--- src/rtl/core/secded_pkg.sv ---
// Shared constants, types and code-layout functions for the SECDED check-and-correct block.
// Used by secded_encode, secded_correct and secded_32bit_check_correct; depends on nothing.
package secded_pkg;

	localparam int WORD_W = 32;
	localparam int CHECK_W = 6;
	localparam int STATUS_W = 2;
	localparam int DATA_WIDTH_DEF = 32;
	localparam int FIRST_POS = 3;
	localparam int FIRST_SKIP = 4;

	typedef logic [STATUS_W-1:0] status_t;

	localparam status_t ST_OK = 2'd0;
	localparam status_t ST_SINGLE = 2'd1;
	localparam status_t ST_DOUBLE = 2'd2;

	typedef struct packed {
		logic [CHECK_W-1:0] check;
		logic parity;
	} enc_t;

	// Codeword position of data bit idx: the idx-th position of three or more
	// that is not a power of two.
	function automatic int position_of(input int idx);
		int pos;
		int skip;
		pos = FIRST_POS;
		skip = FIRST_SKIP;
		for (int i = 0; i < idx; i++) begin
			pos = pos + 1;
			if (pos == skip) begin
				pos = pos + 1;
				skip = skip * 2;
			end
		end
		return pos;
	endfunction

	// Data bits that feed check bit k.
	function automatic logic [WORD_W-1:0] check_mask(input int k, input int dw);
		logic [WORD_W-1:0] m;
		int p;
		m = '0;
		for (int i = 0; i < WORD_W; i++) begin
			p = position_of(i);
			if (i < dw && ((p >> k) & 1) == 1) begin
				m[i] = 1'b1;
			end
		end
		return m;
	endfunction

	// Data bits that exist at the configured data width.
	function automatic logic [WORD_W-1:0] data_mask(input int dw);
		logic [WORD_W-1:0] m;
		m = '0;
		for (int i = 0; i < WORD_W; i++) begin
			if (i < dw) begin
				m[i] = 1'b1;
			end
		end
		return m;
	endfunction

endpackage

--- src/rtl/core/secded_encode.sv ---
// XOR trees that compute the check bits and overall parity of one data word.
// Depends on secded_pkg.
module secded_encode #(
	parameter int DATA_WIDTH = secded_pkg::DATA_WIDTH_DEF
) (
	input  logic [secded_pkg::WORD_W-1:0] data,
	output secded_pkg::enc_t              enc
);
	import secded_pkg::*;

	logic [CHECK_W-1:0] check;

	for (genvar k = 0; k < CHECK_W; k++) begin : g_check
		localparam logic [WORD_W-1:0] MASK = check_mask(k, DATA_WIDTH);
		assign check[k] = ^(data & MASK);
	end

	assign enc.check = check;
	assign enc.parity = (^data) ^ (^check);

endmodule

--- src/rtl/core/secded_correct.sv ---
// Syndrome decode, single-bit correction and status for one checked word.
// Depends on secded_pkg.
module secded_correct #(
	parameter int DATA_WIDTH = secded_pkg::DATA_WIDTH_DEF
) (
	input  logic [secded_pkg::WORD_W-1:0]  data,
	input  logic [secded_pkg::CHECK_W-1:0] stored_check,
	input  logic                           stored_parity,
	input  secded_pkg::enc_t               enc,
	output logic [secded_pkg::WORD_W-1:0]  corrected,
	output secded_pkg::status_t            status
);
	import secded_pkg::*;

	logic [CHECK_W-1:0] syndrome;
	logic parity_err;
	logic [WORD_W-1:0] flip;

	assign syndrome = stored_check ^ enc.check;
	assign parity_err = stored_parity ^ enc.parity;

	for (genvar i = 0; i < WORD_W; i++) begin : g_flip
		if (i < DATA_WIDTH) begin : g_live
			localparam logic [CHECK_W-1:0] POS = CHECK_W'(position_of(i));
			assign flip[i] = parity_err && (syndrome == POS);
		end else begin : g_dead
			assign flip[i] = 1'b0;
		end
	end

	assign corrected = data ^ flip;

	always_comb begin
		if (parity_err) begin
			status = ST_SINGLE;
		end else if (syndrome != '0) begin
			status = ST_DOUBLE;
		end else begin
			status = ST_OK;
		end
	end

endmodule

--- src/rtl/core/secded_32bit_check_correct.sv ---
// Top level of the SECDED check-and-correct block: input register, encode and correct logic,
// result register. Depends on secded_pkg, secded_encode and secded_correct.
//
// The block takes one word per clock cycle and never raises busy. A word accepted at a rising
// edge (start high, busy low) is registered, its check bits, parity and syndrome are computed
// by XOR trees and compares, and the result is registered, which raises done; done stays high
// for one cycle, and the result with check_bits, parity_bit, corrected_word and status is
// valid while done is high. The receiver cannot stall the block, so the result must be taken
// in the cycle that done marks it. Status is 0 for a clean word, 1 when the parity differs
// (the named data bit is flipped; a syndrome naming a check or parity position leaves the
// data as it was), and 2 for a double error, in which case the data passes unchanged.
module secded_32bit_check_correct #(
	parameter int DATA_WIDTH = secded_pkg::DATA_WIDTH_DEF
) (
	input  logic                           clk,
	input  logic                           arst_n,
	input  logic                           start,
	output logic                           busy,
	input  logic [secded_pkg::WORD_W-1:0]  data_word,
	input  logic [secded_pkg::CHECK_W-1:0] stored_check,
	input  logic                           stored_parity,
	output logic                           done,
	output logic [secded_pkg::CHECK_W-1:0] check_bits,
	output logic                           parity_bit,
	output logic [secded_pkg::WORD_W-1:0]  corrected_word,
	output secded_pkg::status_t            status
);
	import secded_pkg::*;

	localparam logic [WORD_W-1:0] DMASK = data_mask(DATA_WIDTH);

	logic accept;
	logic valid_s1;
	logic [WORD_W-1:0] data_s1;
	logic [CHECK_W-1:0] check_s1;
	logic parity_s1;
	enc_t enc;
	logic [WORD_W-1:0] corrected;
	status_t status_c;
	logic valid_s2;
	logic [CHECK_W-1:0] check_s2;
	logic parity_s2;
	logic [WORD_W-1:0] corrected_s2;
	status_t status_s2;

	assign busy = 1'b0;
	assign accept = start && !busy;

	always_ff @(posedge clk or negedge arst_n) begin
		if (!arst_n) begin
			valid_s1 <= 1'b0;
			valid_s2 <= 1'b0;
		end else begin
			valid_s1 <= accept;
			valid_s2 <= valid_s1;
		end
	end

	always_ff @(posedge clk) begin
		if (accept) begin
			data_s1 <= data_word & DMASK;
			check_s1 <= stored_check;
			parity_s1 <= stored_parity;
		end
		if (valid_s1) begin
			check_s2 <= enc.check;
			parity_s2 <= enc.parity;
			corrected_s2 <= corrected;
			status_s2 <= status_c;
		end
	end

	secded_encode #(
		.DATA_WIDTH(DATA_WIDTH)
	) u_encode (
		.data(data_s1),
		.enc (enc)
	);

	secded_correct #(
		.DATA_WIDTH(DATA_WIDTH)
	) u_correct (
		.data         (data_s1),
		.stored_check (check_s1),
		.stored_parity(parity_s1),
		.enc          (enc),
		.corrected    (corrected),
		.status       (status_c)
	);

	assign done = valid_s2;
	assign check_bits = check_s2;
	assign parity_bit = parity_s2;
	assign corrected_word = corrected_s2;
	assign status = status_s2;

	// Every accepted word produces a result.
	a_latency: assert property (@(posedge clk) disable iff (!arst_n)
		accept |-> ##2 done)
		else $error("accepted word did not produce a result");

	// A result never carries an unused status code.
	a_status_code: assert property (@(posedge clk) disable iff (!arst_n)
		done |-> (status == ST_OK || status == ST_SINGLE || status == ST_DOUBLE))
		else $error("result carries an unused status code");

	// Only a single-error result may differ from the registered data word.
	a_pass_through: assert property (@(posedge clk) disable iff (!arst_n)
		done && status != ST_SINGLE |-> corrected_word == $past(data_s1))
		else $error("word changed without a single error");

	// Correction flips at most one bit.
	a_one_flip: assert property (@(posedge clk) disable iff (!arst_n)
		done && status == ST_SINGLE |-> $countones(corrected_word ^ $past(data_s1)) <= 1)
		else $error("correction flipped more than one bit");

endmodule

--- config.mk ---
export PLATFORM = sky130hd
export DESIGN_NAME = secded_32bit_check_correct
export DESIGN_NICKNAME = d
export VERILOG_FILES = /design/src/rtl/core/secded_pkg.sv /design/src/rtl/core/secded_encode.sv /design/src/rtl/core/secded_correct.sv /design/src/rtl/core/secded_32bit_check_correct.sv
export SDC_FILE = /design/constraint.sdc
export NUM_CORES = 1
export LEC_CHECK = 0
export ABC_AREA = 0
export BUFFER_PORTS_ARGS = -buffer_cell sky130_fd_sc_hd__buf_2
export CAP_MARGIN = 25
export CORE_AREA = 8 8 93 95
export CTS_CLUSTER_DIAMETER = 120
export CTS_CLUSTER_SIZE = 8
export DETAILED_ROUTE_END_ITERATION = 12
export DIE_AREA = 0 0 101 103
export GPL_TIMING_DRIVEN = 0
export PLACE_DENSITY_LB_ADDON = 0.15
export SKIP_LAST_GASP = 1
export SYNTH_ARGS = -nofsm -noshare
export SYNTH_HDL_FRONTEND = slang
export SYNTH_HIERARCHICAL = 1
export SYNTH_SLANG_ARGS = --single-unit
--- constraint.sdc ---
create_clock -name clk -period 4.2 [get_ports clk]
set_clock_uncertainty 0.15 [all_clocks]
set_input_delay 0.21 -clock clk [delete_from_list [all_inputs] [get_ports clk]]
set_output_delay 0.21 -clock clk [all_outputs]
set_load 0.005 [all_outputs]
==> results.yml <==
status:
  outcome: "finished clean"
clock_tree:
  cts-htree-levels: 3
  clk_pin_slew_ns: 0.08
  cts_tree: "built"
  root_buffer: "clkbuf_8"
  cts_sinks: 82
  clockBufferDepth: 2
  insertion_delay_ns: 0.36
  cts_buffers: 9
synthesis:
  avgSynthCellArea_um2: 16.5
  ys.warnings.count: 6
  syn-cell-area_um2: 3770
  yosysTopAreaCell: "edfxtp_1"
  synth_top_area_frac: 0.638
  netlist_instances: 228
  ys_seq_area_frac: 0.651
  ys_ff_latch: 82
  synthTopCellsByArea: "edfxtp_1 64%, xnor2_1 16%, xnor3_1 6.6%"
  synth_cell_types: 21
  synth_nets: 270
routing:
  antenna_left: 0
  drt-total-wl_mm: 8.03
  wl_per_cell_um: 17.2
  drc: 0
  dr.pass1.iters: 4
  vias: 2257
  vias_per_cell: 4.83
  drt_iter0_drc: 96
floorplan:
  boundaryPins: 85
  placementRows: 31
  dieArea_um2: 10400
  die_h_um: 103
  start_util: 0.528
  coreArea_um2: 7140
  die_width_um: 101
global_routing:
  grt_pass1_wl_mm: 12.3
  grt_max_degree: 43
  grt-ovfl-total: 0
  antenna_found_initial: 0
  grt_use_total: 0.164
  grt_pass1_vias: 2391
sta:
  fin_crit_ns: 4.03
  drv_slew: 0
  slew_headroom: 0.372
  fmax_mhz: 248
  post-route-period-util: 0.960
  tightest_slew_ns: 0.942
  rsz0062_at_grt: "false"
  setup_viol: 0
  hold_viol_final: 0
  setup_tns_ns: 0
critical_path:
  crit_arrival_ns: 3.98
  crit_family: "XOR/XNOR gates"
  critPathMaxFanout: 10
  path_cells: "xnor2_1, xnor3_1, xnor3_2, xnor3_1, xnor3_1, xnor2_2, nor3b_4, buf_6, nand3_1, xnor2_1"
  crit_top_cell: "xnor3_1"
  critPathRequiredTime_ns: 4.15
  crit_path_start_kind: "flip-flop"
  r2r_cells: 10
  max_stage_delay_ns: 0.54
  crit_type: "reg2reg"
  crit_buf_inv: 1
  slowest_stage: "xnor3_1"
  crit_path_end_kind: "flip-flop"
  worst-path-stages: 10
placement:
  gp_congestion: 0.754
  hpwl_mm: 5.48
  port_buffers: 83
cells_and_area:
  nFillCells: 549
  final_core_util: 0.693
  syn_to_final_growth_pct: 31.4
  mostFrequentLayoutCells: "84 x buf_2, 80 x edfxtp_1, 67 x xnor2_1, 41 x dlygate4sd3_1, 31 x nand3_1"
  layout-drive-gt1-share: 0.310
  multiInputGateArea_um2: 1290
  fin_nets: 405
  n_antenna_cell: 0
  layout.area.seq_um2: 2450
  final_common_cell: "buf_2"
pwr:
  total_power_uw: 3830
  power.density_nw_per_um2: 774
  ir_drop_uv: 897
  power_leakage_uw: 0.00191
worst_hold_path:
  hold-path-cell-count: 1
  hold_path_class: "in2reg"
run:
  max_cap_violations: 0
==> stage by stage <==
| step | std cells | hold WS [ns] | worst slack, ns | area [um^2] |
|---|---|---|---|---|
| after floorplan | 228 | -0.236 | 0.661 | 3770 |
| after global placement | 410 | -0.156 | 0.199 | 4310 |
| after detailed placement | 410 | -0.155 | 0.159 | 4310 |
| after CTS | 467 | 0.296 | 0.132 | 4940 |
| after global routing | 467 | 0.326 | 0.0313 | 4950 |
| final | 467 | 0.286 | 0.168 | 4950 |
==> flip-flops by register name (all words and copies together), names as in the netlist <==
signal          flops
parity_s1           1
valid_s1            1
done                1
data_s1            32
parity_bit          1
check_bits          6
corrected_word     32
status              2
check_s1            6
==> final cells by class <==
class / instances / share of cell area
clock buffer: 10 / 0.0258
sequential: 82 / 0.496
buffer: 4 / 0.00632
tap: 99 / 0.0250
multi-input combinational: 141 / 0.261
clock inverter: 6 / 0.0185
inverter: 1 / 0.000759
timing repair buffer: 124 / 0.167
==> power by group <==
group | switching (uW) | leakage [uW] | internal, uW
combinational | 1190 | 0.000997 | 814
clock | 283 | 0.000110 | 337
sequential | 66.3 | 0.000805 | 1140
==> layer usage <==
layer  up-vias  track usage  wire length (um)
met5         -            0                 0
met4         0       0.0550                99
met3         9       0.0533               523
met2        78        0.280              4070
met1      1087        0.192              3330
li1       1083            -                 -
==> final timing paths <==
| check | start | end | slack, ns |
|---|---|---|---|
| worst max-delay path | data_s1[17] | corrected_word[24] | 0.17 |
| worst min-delay path | start | valid_s1 | 0.29 |
| worst max register to register | data_s1[17] | corrected_word[24] | 0.17 |
| worst min register to register | data_s1[29] | corrected_word[29] | 0.44 |
| max in group asynchronous | arst_n | valid_s1 | 3.22 |
| min in group asynchronous | arst_n | done | 0.54 |
==> synthesized netlist by cell type (all sizes together) <==
master	instances
dfrtp	2
conb	1
xnor2	69
inv	1
nor3	1
nor2	9
nor3b	2
xor2	13
a31oi	1
xnor3	13
nand3	32
edfxtp	80
buf	4
==> timing repair <==
action,CTS,global route
hold buffers,41,0
gates resized for setup,0,2
endpoints found under the setup margin,0,11
hold endpoints to repair,41,0
buffers inserted,0,0
==> kinds of logic (layout without fill, tap and decap cells) <==
logic type	Yosys count	count (layout)	share of synthesized area
AO/OA/AOI/OAI	1	1	0.00166
XOR/XNOR	95	95	0.273
buffers and inverters	5	145	0.00930
flip-flops	82	82	0.651
other	1	1	0.000996
AND/OR/NAND/NOR	44	44	0.0638
Note: power is estimated with default switching activity, not from simulation.
